[src/rtl/core/utf8st_pkg.sv]
`timescale 1ns / 1ps
// Types and constants shared by the UTF-8 sanitizer.
package utf8st_pkg;

	localparam logic [7:0]  REPL_BYTE   = 8'h3F;
	localparam logic [7:0]  DEL_BYTE    = 8'h7F;
	localparam logic [7:0]  SPACE_BYTE  = 8'h20;
	localparam logic [20:0] CP_MAX      = 21'h10FFFF;
	localparam logic [20:0] SURR_LO     = 21'h00D800;
	localparam logic [20:0] SURR_HI     = 21'h00DFFF;
	localparam logic [20:0] MIN_LEN2    = 21'h000080;
	localparam logic [20:0] MIN_LEN3    = 21'h000800;
	localparam logic [20:0] MIN_LEN4    = 21'h010000;
	localparam logic [15:0] LIMIT_RESET = 16'd256;

	typedef enum logic [1:0] {
		ACT_STOP,
		ACT_ONE,
		ACT_WAIT,
		ACT_SEQ
	} scan_act_t;

	typedef struct packed {
		scan_act_t  act;
		logic [7:0] out_byte;
		logic [2:0] len;
	} scan_res_t;

endpackage

[src/rtl/core/utf8st_if.sv]
`timescale 1ns / 1ps
// Handshake interfaces for the byte, result and limit channels.
interface utf8st_byte_if;
	logic       valid;
	logic       ready;
	logic [7:0] in_byte;
	logic       in_final;

	modport source (output valid, output in_byte, output in_final, input ready);
	modport sink   (input valid, input in_byte, input in_final, output ready);
endinterface

interface utf8st_res_if;
	logic       valid;
	logic       ready;
	logic [7:0] out_byte;
	logic       is_end;
	logic       run_last;

	modport source (output valid, output out_byte, output is_end, output run_last, input ready);
	modport sink   (input valid, input out_byte, input is_end, input run_last, output ready);
endinterface

interface utf8st_cfg_if;
	logic        valid;
	logic        ready;
	logic [15:0] output_limit;

	modport source (output valid, output output_limit, input ready);
	modport sink   (input valid, input output_limit, output ready);
endinterface

[src/rtl/core/utf8st_check.sv]
`timescale 1ns / 1ps
// Shared scan unit: classifies the byte window head and checks room left.
module utf8st_check (
	input  logic [3:0][7:0]        win,
	input  logic [2:0]             avail,
	input  logic                   final_flag,
	input  logic [15:0]            emitted,
	input  logic [15:0]            limit,
	output utf8st_pkg::scan_res_t  res
);

	logic [7:0]  lead;
	logic [2:0]  lead_len;
	logic [20:0] cp;
	logic [20:0] cp_min;
	logic        cont_ok;
	logic        seq_ok;
	logic [15:0] room;

	assign lead = win[0];
	assign room = limit - emitted;

	always_comb begin
		lead_len = 3'd0;
		cp_min   = 21'd0;
		if (lead[7:5] == 3'b110) begin
			lead_len = 3'd2;
			cp_min   = utf8st_pkg::MIN_LEN2;
		end else if (lead[7:4] == 4'b1110) begin
			lead_len = 3'd3;
			cp_min   = utf8st_pkg::MIN_LEN3;
		end else if (lead[7:3] == 5'b11110) begin
			lead_len = 3'd4;
			cp_min   = utf8st_pkg::MIN_LEN4;
		end
	end

	always_comb begin
		case (lead_len)
			3'd2: cp = {10'd0, lead[4:0], win[1][5:0]};
			3'd3: cp = {5'd0, lead[3:0], win[1][5:0], win[2][5:0]};
			3'd4: cp = {lead[2:0], win[1][5:0], win[2][5:0], win[3][5:0]};
			default: cp = 21'd0;
		endcase
	end

	always_comb begin
		cont_ok = 1'b1;
		for (int i = 1; i < 4; i++) begin
			if (3'(i) < lead_len && win[i][7:6] != 2'b10) cont_ok = 1'b0;
		end
	end

	assign seq_ok = cont_ok && cp >= cp_min && cp <= utf8st_pkg::CP_MAX &&
	                !(cp >= utf8st_pkg::SURR_LO && cp <= utf8st_pkg::SURR_HI);

	always_comb begin
		res.act      = utf8st_pkg::ACT_ONE;
		res.out_byte = utf8st_pkg::REPL_BYTE;
		res.len      = lead_len;
		if (emitted >= limit) begin
			res.act = utf8st_pkg::ACT_STOP;
		end else if (!lead[7]) begin
			if (lead >= utf8st_pkg::SPACE_BYTE && lead != utf8st_pkg::DEL_BYTE)
				res.out_byte = lead;
		end else if (lead_len == 3'd0) begin
			res.act = utf8st_pkg::ACT_ONE;
		end else if (avail < lead_len) begin
			if (!final_flag) res.act = utf8st_pkg::ACT_WAIT;
		end else if (!seq_ok) begin
			res.act = utf8st_pkg::ACT_ONE;
		end else if ({13'd0, lead_len} > room) begin
			res.act = utf8st_pkg::ACT_STOP;
		end else begin
			res.act = utf8st_pkg::ACT_SEQ;
		end
	end

endmodule

[src/rtl/core/utf8_sanitize_truncate.sv]
`timescale 1ns / 1ps
// UTF-8 sanitizer with per-string output limit: top level.
//
// raw: one string byte per beat, in_final on the last byte of a string.
// clean: result beats; sanitized bytes, then one end beat (is_end=1,
//   out_byte=0) after the final byte. run_last marks the last beat that
//   one input byte causes.
// cfg: writes output_limit; always ready, write it only while idle.
// Each accepted byte runs through a small sequencer that calls one shared
// scan unit per buffered byte: accept, one scan step per byte replaced or
// sequence found, one copy step per byte copied, then an empty-buffer scan,
// an end step and a flush step. A byte that waits for more bytes or stops
// output skips the empty scan, and a byte after output stopped goes from
// accept straight to the end step. raw is ready only between bytes.
// The last result of a byte is held in a staging register until its
// run_last bit is known, then moved to the output register; a stalled
// receiver holds the output register and the sequencer waits on it.
// Reset clears all string state and loads output_limit with 256.
module utf8_sanitize_truncate (
	input  logic                 clk,
	input  logic                 arst_n,
	utf8st_byte_if.sink          raw,
	utf8st_res_if.source         clean,
	utf8st_cfg_if.sink           cfg
);

	typedef enum logic [2:0] {
		ST_IDLE,
		ST_SCAN,
		ST_COPY,
		ST_FIN,
		ST_FLUSH
	} state_t;

	state_t                 state_q;
	logic [3:0][7:0]        buf_q;
	logic [2:0]             n_q;
	logic [2:0]             cnt_q;
	logic                   final_q;
	logic                   stopped_q;
	logic [15:0]            emitted_q;
	logic [15:0]            limit_q;
	logic                   pend_v_q;
	logic [7:0]             pend_byte_q;
	logic                   pend_end_q;
	logic                   out_v_q;
	logic [7:0]             out_byte_q;
	logic                   out_end_q;
	logic                   out_last_q;

	utf8st_pkg::scan_res_t  res;
	logic                   out_free;
	logic                   can_put;
	logic                   put_en;
	logic [7:0]             put_byte;
	logic                   put_end;
	logic                   fwd_en;
	logic                   fwd_last;

	utf8st_check u_check (
		.win        (buf_q),
		.avail      (n_q),
		.final_flag (final_q),
		.emitted    (emitted_q),
		.limit      (limit_q),
		.res        (res)
	);

	assign raw.ready      = (state_q == ST_IDLE);
	assign cfg.ready      = 1'b1;
	assign clean.valid    = out_v_q;
	assign clean.out_byte = out_byte_q;
	assign clean.is_end   = out_end_q;
	assign clean.run_last = out_last_q;

	assign out_free = !out_v_q || clean.ready;
	assign can_put  = !pend_v_q || out_free;
	assign fwd_en   = pend_v_q && (put_en || (state_q == ST_FLUSH && out_free));
	assign fwd_last = (state_q == ST_FLUSH);

	always_comb begin
		put_en   = 1'b0;
		put_byte = res.out_byte;
		put_end  = 1'b0;
		case (state_q)
			ST_SCAN: put_en = (n_q != 3'd0) && (res.act == utf8st_pkg::ACT_ONE) && can_put;
			ST_COPY: begin
				put_en   = can_put;
				put_byte = buf_q[0];
			end
			ST_FIN: begin
				put_en   = final_q && can_put;
				put_byte = 8'd0;
				put_end  = 1'b1;
			end
			default: put_en = 1'b0;
		endcase
	end

	always_ff @(posedge clk or negedge arst_n) begin
		if (!arst_n) begin
			state_q     <= ST_IDLE;
			buf_q       <= '0;
			n_q         <= 3'd0;
			cnt_q       <= 3'd0;
			final_q     <= 1'b0;
			stopped_q   <= 1'b0;
			emitted_q   <= 16'd0;
			limit_q     <= utf8st_pkg::LIMIT_RESET;
			pend_v_q    <= 1'b0;
			pend_byte_q <= 8'd0;
			pend_end_q  <= 1'b0;
			out_v_q     <= 1'b0;
			out_byte_q  <= 8'd0;
			out_end_q   <= 1'b0;
			out_last_q  <= 1'b0;
		end else begin
			if (cfg.valid) limit_q <= cfg.output_limit;

			// staged beat moves out once a newer one exists or the byte is done
			if (fwd_en) begin
				out_v_q    <= 1'b1;
				out_byte_q <= pend_byte_q;
				out_end_q  <= pend_end_q;
				out_last_q <= fwd_last;
			end else if (clean.ready) begin
				out_v_q <= 1'b0;
			end

			if (put_en) begin
				pend_v_q    <= 1'b1;
				pend_byte_q <= put_byte;
				pend_end_q  <= put_end;
			end

			unique case (state_q)
				ST_IDLE: begin
					if (raw.valid) begin
						final_q <= raw.in_final;
						if (!stopped_q) begin
							buf_q[n_q[1:0]] <= raw.in_byte;
							n_q             <= n_q + 3'd1;
							state_q         <= ST_SCAN;
						end else begin
							state_q <= ST_FIN;
						end
					end
				end
				ST_SCAN: begin
					if (n_q == 3'd0) begin
						state_q <= ST_FIN;
					end else begin
						unique case (res.act)
							utf8st_pkg::ACT_STOP: begin
								stopped_q <= 1'b1;
								n_q       <= 3'd0;
								state_q   <= ST_FIN;
							end
							utf8st_pkg::ACT_WAIT: state_q <= ST_FIN;
							utf8st_pkg::ACT_ONE: begin
								if (put_en) begin
									buf_q     <= {8'd0, buf_q[3:1]};
									n_q       <= n_q - 3'd1;
									emitted_q <= emitted_q + 16'd1;
								end
							end
							utf8st_pkg::ACT_SEQ: begin
								cnt_q     <= res.len;
								emitted_q <= emitted_q + {13'd0, res.len};
								state_q   <= ST_COPY;
							end
							default: state_q <= ST_FIN;
						endcase
					end
				end
				ST_COPY: begin
					if (put_en) begin
						buf_q <= {8'd0, buf_q[3:1]};
						n_q   <= n_q - 3'd1;
						cnt_q <= cnt_q - 3'd1;
						if (cnt_q == 3'd1) state_q <= ST_SCAN;
					end
				end
				ST_FIN: begin
					if (!final_q) begin
						state_q <= ST_FLUSH;
					end else if (put_en) begin
						n_q       <= 3'd0;
						emitted_q <= 16'd0;
						stopped_q <= 1'b0;
						state_q   <= ST_FLUSH;
					end
				end
				ST_FLUSH: begin
					if (!pend_v_q) begin
						state_q <= ST_IDLE;
					end else if (out_free) begin
						pend_v_q <= 1'b0;
						state_q  <= ST_IDLE;
					end
				end
				default: state_q <= ST_IDLE;
			endcase
		end
	end

	a_idle_no_stage: assert property (@(posedge clk) disable iff (!arst_n)
		state_q == ST_IDLE |-> !pend_v_q && n_q <= 3'd3)
		else $error("staged beat or full buffer while idle");

	a_copy_count: assert property (@(posedge clk) disable iff (!arst_n)
		state_q == ST_COPY |-> cnt_q != 3'd0 && cnt_q <= n_q)
		else $error("copy count out of range");

	a_end_beat: assert property (@(posedge clk) disable iff (!arst_n)
		out_v_q && out_end_q |-> out_last_q && out_byte_q == 8'd0)
		else $error("end beat malformed");

	a_stop_empty: assert property (@(posedge clk) disable iff (!arst_n)
		stopped_q && state_q == ST_IDLE |-> n_q == 3'd0)
		else $error("bytes held after output stopped");

endmodule
[src/flat_wrapper.sv]
// flat-port wrapper written by rule: the top's interface ports become plain ports
module utf8_sanitize_truncate_flat 
  (clk, arst_n, raw_valid, raw_in_byte, raw_in_final, raw_ready, clean_valid, clean_out_byte, clean_is_end, clean_run_last, clean_ready, cfg_valid, cfg_output_limit, cfg_ready);
  utf8st_byte_if raw_i ();
  utf8st_res_if clean_i ();
  utf8st_cfg_if cfg_i ();
  input  logic clk;
  input  logic arst_n;
  input wire logic [$bits(raw_i.valid)-1:0] raw_valid;
  input wire logic [$bits(raw_i.in_byte)-1:0] raw_in_byte;
  input wire logic [$bits(raw_i.in_final)-1:0] raw_in_final;
  output wire logic [$bits(raw_i.ready)-1:0] raw_ready;
  output wire logic [$bits(clean_i.valid)-1:0] clean_valid;
  output wire logic [$bits(clean_i.out_byte)-1:0] clean_out_byte;
  output wire logic [$bits(clean_i.is_end)-1:0] clean_is_end;
  output wire logic [$bits(clean_i.run_last)-1:0] clean_run_last;
  input wire logic [$bits(clean_i.ready)-1:0] clean_ready;
  input wire logic [$bits(cfg_i.valid)-1:0] cfg_valid;
  input wire logic [$bits(cfg_i.output_limit)-1:0] cfg_output_limit;
  output wire logic [$bits(cfg_i.ready)-1:0] cfg_ready;
  assign raw_i.valid = raw_valid;
  assign raw_i.in_byte = raw_in_byte;
  assign raw_i.in_final = raw_in_final;
  assign raw_ready = raw_i.ready;
  assign clean_valid = clean_i.valid;
  assign clean_out_byte = clean_i.out_byte;
  assign clean_is_end = clean_i.is_end;
  assign clean_run_last = clean_i.run_last;
  assign clean_i.ready = clean_ready;
  assign cfg_i.valid = cfg_valid;
  assign cfg_i.output_limit = cfg_output_limit;
  assign cfg_ready = cfg_i.ready;
  utf8_sanitize_truncate u_core (.clk(clk), .arst_n(arst_n), .raw(raw_i), .clean(clean_i), .cfg(cfg_i));
endmodule
[config.mk]
export PLATFORM = sky130hd
export DESIGN_NAME = utf8_sanitize_truncate_flat
export DESIGN_NICKNAME = d
export VERILOG_FILES = /design/src/rtl/core/utf8st_pkg.sv /design/src/rtl/core/utf8st_if.sv /design/src/rtl/core/utf8st_check.sv /design/src/rtl/core/utf8_sanitize_truncate.sv /design/src/flat_wrapper.sv
export SDC_FILE = /design/constraint.sdc
export NUM_CORES = 1
export LEC_CHECK = 0
export ABC_CLOCK_PERIOD_IN_PS = 6400
export BUFFER_PORTS_ARGS = -buffer_cell sky130_fd_sc_hd__buf_4
export CAP_MARGIN = 20
export CORE_ASPECT_RATIO = 1.2
export CORE_MARGIN = 1.5
export CORE_UTILIZATION = 37
export CTS_BUF_LIST = sky130_fd_sc_hd__clkbuf_8
export DETAILED_ROUTE_END_ITERATION = 10
export PLACE_DENSITY = 0.6
export SLEW_MARGIN = 10
export SYNTH_ARGS = -nofsm -noshare
export SYNTH_HDL_FRONTEND = slang
export SYNTH_SLANG_ARGS = --single-unit
[constraint.sdc]
create_clock -name clk -period 6.4 [get_ports clk]
set_input_delay 0.64 -clock clk [delete_from_list [all_inputs] [get_ports clk]]
set_output_delay 0.64 -clock clk [all_outputs]
set_load 0.01 [all_outputs]
Word-level counts from Yosys, hierarchy flattened
Cells that the tools add are included.
{"block": "totals", "word_cells": 181, "regBits": 96}
{"block": "op_classes", "magnitude_cmp": 13, "n_addsub": 6, "n_eq_ne": 34, "reduce_logical": 38, "mux": 72}
{"operator": "32-bit two-way mux", "count": 5}
{"operator": "32-bit case mux with 3 select lines", "count": 1}
{"operator": "16-bit two-way mux", "count": 4}
{"operator": "16-bit case mux with 2 select lines", "count": 2}
{"operator": "21-bit case mux with 3 select lines", "count": 1}
{"operator": "3-bit two-way mux", "count": 20}
{"operator": "17-bit two-way mux", "count": 3}
{"operator": "32-bit bitwise mux", "count": 1}
{"operator": "8-bit two-way mux", "count": 3}
{"operator": "21-bit by 16-bit >= comparator with 1-bit output, second input constant", "count": 1}
{"operator": "21-bit >= comparator", "count": 1}
{"operator": "21-bit by 16-bit less-or-equal comparator with 1-bit output, second input constant", "count": 1}
{"operator": "21-bit less-or-equal comparator, second input constant", "count": 1}
{"operator": "3-bit case mux with 2 select lines", "count": 3}
{"operator": "16-bit by 1-bit adder with 16-bit output, second input constant", "count": 1}
{"operator": "16-bit by 3-bit adder with 16-bit output", "count": 1}
{"operator": "8-bit demux with 2-bit select", "count": 1}
{"operator": "16-bit >= comparator", "count": 1}
{"operator": "3-bit by 16-bit greater-than comparator with 1-bit output", "count": 1}
{"operator": "2-bit two-way mux", "count": 8}
{"operator": "2-bit != test, second input constant", "count": 8}
{"operator": "8-bit case mux with 2 select lines", "count": 1}
{"operator": "16-bit subtractor", "count": 1}
{"operator": "3-bit case mux with 5 select lines", "count": 1}
{"operator": "39 further kinds", "count": 92}

Longest topological paths before layout
{"block": "logic_depth", "word_depth": 25, "mapped_depth": 27, "mapped_depth_nobuf": 27}

Modules after synthesis
Synthesis repeated with hierarchy kept, for this count alone.
{"block": "hier_totals", "cells_unflattened": 744, "hier_area_um2": 6764.0}
{"module": "utf8_sanitize_truncate", "seq_area_each_um2": 2403.6, "cells_per_inst": 500, "instances": 1, "area_per_inst_um2": 5117.4}
{"module": "utf8st_check", "seq_area_each_um2": 0.0, "cells_per_inst": 244, "instances": 1, "area_per_inst_um2": 1646.6}

Least setup slack after synthesis
Ideal clock, no wire load.
{"block": "synth_path", "path_kind": "register to register", "from": "register u_core.limit_q[0]", "to": "register u_core.emitted_q[14]", "setup_time_ns": 0.077, "period_less_slack_ns": 4.803, "t_arrival_ns": 4.725, "path_slack_ns": 1.597, "path_buffers": 0, "path_stages_with_launch": 28, "path_cell_list": "dfrtp_1 > inv_1 > ha_1 > inv_1 > fa_1 > inv_1 > ha_1 > nor2b_1 > o21a_1 > o32ai_1 > nor4_1 > nand4b_1 > nor4_1 > nand4_1 > nand3_1 > nand2b_1 > ha_1 > fa_1 > a21oi_1 > nor2_1 > inv_1 > nor3_1 > and3_1 > nand3_1 > inv_1 > nand3_1 > or4_1 > a21oi_1"}
{"block": "synth_via", "elab_chain_len": 14, "elab_cells_between_ends": 21, "classes_between": "add/sub (1); order compare (2); eq/ne (5); mux (10); reduce/logical (3)"}
{"element": "start, declared", "line_no": "utf8_sanitize_truncate.sv:42", "rtl": "logic [15:0] limit_q;"}
{"element": "start signal, assigned", "line_no": "utf8_sanitize_truncate.sv:109", "rtl": "limit_q <= utf8st_pkg::LIMIT_RESET;"}
{"element": "start signal, assigned", "line_no": "utf8_sanitize_truncate.sv:118", "rtl": "if (cfg.valid) limit_q <= cfg.output_limit;"}
{"element": "16-bit subtractor", "line_no": "utf8st_check.sv:21", "rtl": "assign room = limit - emitted;"}
{"element": "3-bit by 16-bit greater-than comparator with 1-bit output", "line_no": "utf8st_check.sv:72", "rtl": "end else if ({13'd0, lead_len} > room) begin"}
{"element": "2-bit two-way mux", "line_no": "utf8st_check.sv:72"}
{"element": "2-bit two-way mux", "line_no": "utf8st_check.sv:70", "rtl": "end else if (!seq_ok) begin"}
{"element": "2-bit two-way mux", "line_no": "utf8st_check.sv:68", "rtl": "end else if (avail < lead_len) begin"}
{"element": "2-bit two-way mux", "line_no": "utf8st_check.sv:66", "rtl": "end else if (lead_len == 3'd0) begin"}
{"element": "2-bit two-way mux", "line_no": "utf8st_check.sv:63", "rtl": "end else if (!lead[7]) begin"}
{"element": "2-bit two-way mux (*)", "line_no": "utf8st_check.sv:61", "rtl": "if (emitted >= limit) begin"}
{"element": "2-bit by 1-bit == test with 1-bit output", "line_no": "utf8_sanitize_truncate.sv:86, utf8_sanitize_truncate.sv:153"}
{"element": "1-bit logical AND (2 in a row)", "line_no": "utf8_sanitize_truncate.sv:86", "rtl": "ST_SCAN: put_en = (n_q != 3'd0) && (res.act == utf8st_pkg::ACT_ONE) && can_put;"}
{"element": "1-bit case mux with 3 select lines", "line_no": "utf8_sanitize_truncate.sv:85", "rtl": "case (state_q)"}
{"element": "3-bit by 2-bit != test with 1-bit output (no line) or 2-bit by 1-bit != test with 1-bit output (tied branches)"}
{"element": "6-bit AND reduction (no line)"}
{"element": "end signal, assigned", "line_no": "utf8_sanitize_truncate.sv:164", "rtl": "emitted_q <= emitted_q + 16'd1;"}
{"element": "end signal, assigned", "line_no": "utf8_sanitize_truncate.sv:169", "rtl": "emitted_q <= emitted_q + {13'd0, res.len};"}
{"element": "end, declared", "line_no": "utf8_sanitize_truncate.sv:41", "rtl": "logic [15:0] emitted_q;"}
Mark *: on every way between the ends. The rest lies on a longest branch, timed or not. The select of a mux whose other input is x is not followed.
A chain may end at the register's enable or synchronous reset.

Final worst setup path
{"block": "layout_path", "from": "register u_core.buf_q[5] in the netlist's numbering", "to": "register u_core.emitted_q[14]"}
{"block": "layout_via", "elab_chain_len": 23, "elab_cells_between_ends": 53, "classes_between": "add/sub (1); order compare (9); eq/ne (11); mux (20); reduce/logical (12)"}
{"element": "start, declared", "line_no": "utf8_sanitize_truncate.sv:36", "rtl": "logic [3:0][7:0] buf_q;"}
{"element": "start signal, assigned by index", "line_no": "utf8_sanitize_truncate.sv:141", "rtl": "buf_q[n_q[1:0]] <= raw.in_byte;"}
{"element": "start signal, assigned", "line_no": "utf8_sanitize_truncate.sv:162", "rtl": "buf_q <= {8'd0, buf_q[3:1]};"}
{"element": "start signal, assigned", "line_no": "utf8_sanitize_truncate.sv:178", "rtl": "buf_q <= {8'd0, buf_q[3:1]};"}
{"element": "branches (longest 23 deep; another with 21-bit >= comparator)"}
Parallel ways; which one is timed is not known. The select of a mux whose other input is x is not followed.

==> impl_metrics.py <==
metrics = {
    "synthesis": {
        "synth_ff_type": "dfrtp_1",
        "synth_edf_count": 0,
        "seq_area_frac_synth_pct": 38.6,
        "async_reset_ff_share_pct": 100,
        "syn_nets": 783,
        "yosysUniqueCellTypes": 72,
        "syn_inst": 717,
        "synth_top_area_cell": "dfrtp_1",
        "synth-seq-cells": 96,
        "syn_avg_cell_area_um2": 8.69,
        "ys_top_cells_by_area": "dfrtp_1 38%, ha_1 6.8%, a21oi_1 6.7%",
        "syn-cell-area_um2": 6230,
        "yosysMostFrequentCell": "dfrtp_1",
        "yosysWarningCount": 0,
        "synthTopCellsByCount": "95 x dfrtp_1, 83 x a21oi_1, 81 x nor2_1, 54 x o21ai_0, 49 x nand2_1",
        "synth_top_area_share_pct": 38.2,
    },
    "timing": {
        "clock.fmax_ghz": 0.178,
        "fin_crit_sh_pct": 87.6,
        "rsz0062_at_grt": "no",
        "setup_ws_ns": 0.793,
        "skew_ns": 0.00999,
        "tightestPinTransition_ns": 0.862,
        "setup_violations": 0,
        "finalHoldViolations": 0,
        "period_needed_ns": 5.61,
        "drv_slew": 0,
        "fin_setup_tns_ns": 0,
        "slew_headroom_pct": 42.4,
    },
    "outcome": {
        "status": "finished, final reports clean",
    },
    "place": {
        "dp_cells": 941,
        "dpl.hpwl_mm": 12.3,
        "io_buffers": 41,
        "dpl_worst_slack_ns": 0.899,
        "gp_congestion": 0.897,
    },
    "clock_tree": {
        "cts_buffer_depth": 2,
        "cts_tree": "done",
        "clk_latency_ns": 0.39,
        "cts_root_buffer": "clkbuf_8",
        "htree_levels": 3,
        "cts.sink_count": 96,
        "cts.hold.buffers_added": 0,
        "clkSlewWorstSetupHoldPaths_ns": 0.08,
        "postCtsSetupBuffers": 0,
        "post_cts_resized": 0,
        "cts_inserted_buffers": 9,
    },
    "critical_path": {
        "cp-end-kind": "register",
        "start_kind": "register",
        "path_max_fanout": 19,
        "r2r_end": "u_core.emitted_q[14]",
        "r2r_cells": 24,
        "crit_type": "register to register",
        "worstPathRequired_ns": 6.71,
        "worstPathArrival_ns": 5.91,
        "r2r-start": "u_core.buf_q[5]",
        "reg2reg_slack_ns": 0.79,
        "crit_path_start": "u_core.buf_q[5]",
    },
    "power": {
        "combinationalPowerShare_pct": 52.6,
        "p_int_mw": 1.63,
        "clkPwrFrac_pct": 12.5,
        "p_per_area_nw_per_um2": 447,
        "ir_drop_uv": 186,
        "p_sw_share_pct": 47.0,
        "p_leak_nw": 2.93,
        "power.switching_mw": 1.44,
        "sequentialPowerShare_pct": 34.9,
        "total_power_mw": 3.07,
    },
    "grt": {
        "gr-total-overflow": 0,
        "met2_usage_pct": 33.8,
        "grt_pass1_vias": 5509,
        "grt_pass1_wl_mm": 27.1,
        "grt_max_degree": 87,
        "antenna_found_initial": 0,
        "grt_util_met1_pct": 22.5,
        "met3_usage_pct": 3.34,
        "busiest_layer": "met2",
        "grtUsageTotal_pct": 19.2,
    },
    "floorplan": {
        "die_x_um": 121,
        "dieArea_um2": 17600,
        "dieHeight_um": 145,
        "start_util_pct": 38.1,
        "core_area_um2": 16300,
        "core.rowCount": 51,
        "num_io_pins": 43,
    },
    "drt": {
        "drc": 0,
        "post_drt_wl_per_cell_um": 17.0,
        "route.vias.total": 5453,
        "vias_per_cell": 5.70,
        "wl_mm": 16.2,
        "drtAntennaViolNets": 0,
        "drtIter0Drc": 437,
        "dr.pass1.iters": 5,
    },
    "job": {
        "cap_violations": 0,
    },
    "final_layout": {
        "n_antenna_cell": 0,
        "final_nets": 807,
        "fin_cells": 957,
        "layout-drive-gt1-share_pct": 12.8,
        "areaGrowthSynthToFinish_pct": 10.3,
        "fillers": 1649,
    },
    "min_path": {
        "holdCritPathClass": "input port to async pin",
    },
}
[logic make-up (layout without fill, tap and decap cells)]
kind of cell / Yosys count / in the layout / share of synthesized area, %
AO/OA/AOI/OAI: 231 / 231 / 23.8
XOR/XNOR: 11 / 11 / 1.55
adder cells (fa/ha/maj): 36 / 36 / 7.47
buffers and inverters: 72 / 100 / 4.58
flip-flops: 96 / 96 / 38.6
multiplexers: 26 / 26 / 4.70
other: 1 / 1 / 0.0602
AND/OR/NAND/NOR: 244 / 244 / 19.2
[critical path, cell delays in order, from the launching register on]
cell and delay, ns:
dfrtp_1 0.66, and4b_1 0.50, inv_1 0.18, ha_1 0.21
nor2b_1 0.11, o21a_1 0.12, o32ai_1 0.08, nor4_1 0.31
nand4b_1 0.12, nor4_1 0.23, nand4_1 0.43, nand3_1 0.29
nand2b_1 0.13, ha_1 0.20, fa_1 0.23, a21oi_1 0.07
nor2_1 0.09, inv_1 0.06, nor3_1 0.25, and3_1 0.25
nand3_1 0.11, inv_1 0.08, nand3_1 0.12, or4_1 0.52
a21oi_1 0.15
[layer usage]
metal	up-vias	part of all wire, %
met1	2649	41
met2	128	51
met5	-	0
li1	2639	-
met4	0	3.8
met3	37	3.6
[power groups by stage]
stage               Combinational (mW)  Sequential [mW]  Clock [mW]
floorplan                         1.28            0.963           0
global placement                  1.59             1.08           0
detailed placement                1.61             1.08           0
CTS                               1.62             1.07       0.402
global route                      1.82             1.11       0.421
finish                            1.62             1.07       0.383
[worst max-delay path by stage]
stage	cells past startpoint	to	slack, ns
after floorplan	27	u_core.emitted_q[14]	1.60
after global placement	27	u_core.emitted_q[14]	1.11
after detailed placement	27	u_core.emitted_q[14]	0.90
after CTS	24	u_core.emitted_q[14]	0.86
after global routing	24	u_core.emitted_q[14]	0.25
final	24	u_core.emitted_q[14]	0.79
[cells in the final DEF (no fill, tap or decap), types with 12 or more instances in the layout]
cell / netlist / layout
and3_1: 19 / 19
nor2_1: 81 / 81
clkbuf_8: 0 / 12
dfrtp_1: 95 / 95
nor3_1: 16 / 16
mux2_2: 26 / 26
a21oi_1: 83 / 83
buf_4: 1 / 41
nand3_1: 12 / 12
nand2b_1: 12 / 12
inv_1: 42 / 43
nand2_1: 49 / 49
ha_1: 34 / 34
o21ai_0: 54 / 54
[state kept, by name (all words and copies together) (netlist names), 3 cells and up]
signal / cells
u_core.state_q: 3
u_core.n_q: 3
u_core.pend_byte_q: 8
u_core.limit_q: 16
u_core.clean.out_byte: 8
u_core.buf_q: 32
u_core.cnt_q: 3
u_core.emitted_q: 16
[metrics by stage]
stage	instance area, um2	hold WS, ns	util [%]
after detailed placement	6680	0.460	40.9
after global placement	6680	0.468	40.9
after global routing	6880	0.0694	42.1
final	6880	0.0766	42.1
after CTS	6870	0.0577	42.0
after floorplan	6230	0.344	-
[area by class of cell]
class	count	area [um2]	area share, %
clock buffers	12	165	2.40
clock inverters	3	17.5	0.255
inverters	42	158	2.29
multi-input cells	549	3540	51.5
flip-flops and latches	96	2400	35.0
well taps	212	265	3.86
repair buffers	43	324	4.71
(Power assumes the default switching activity.)
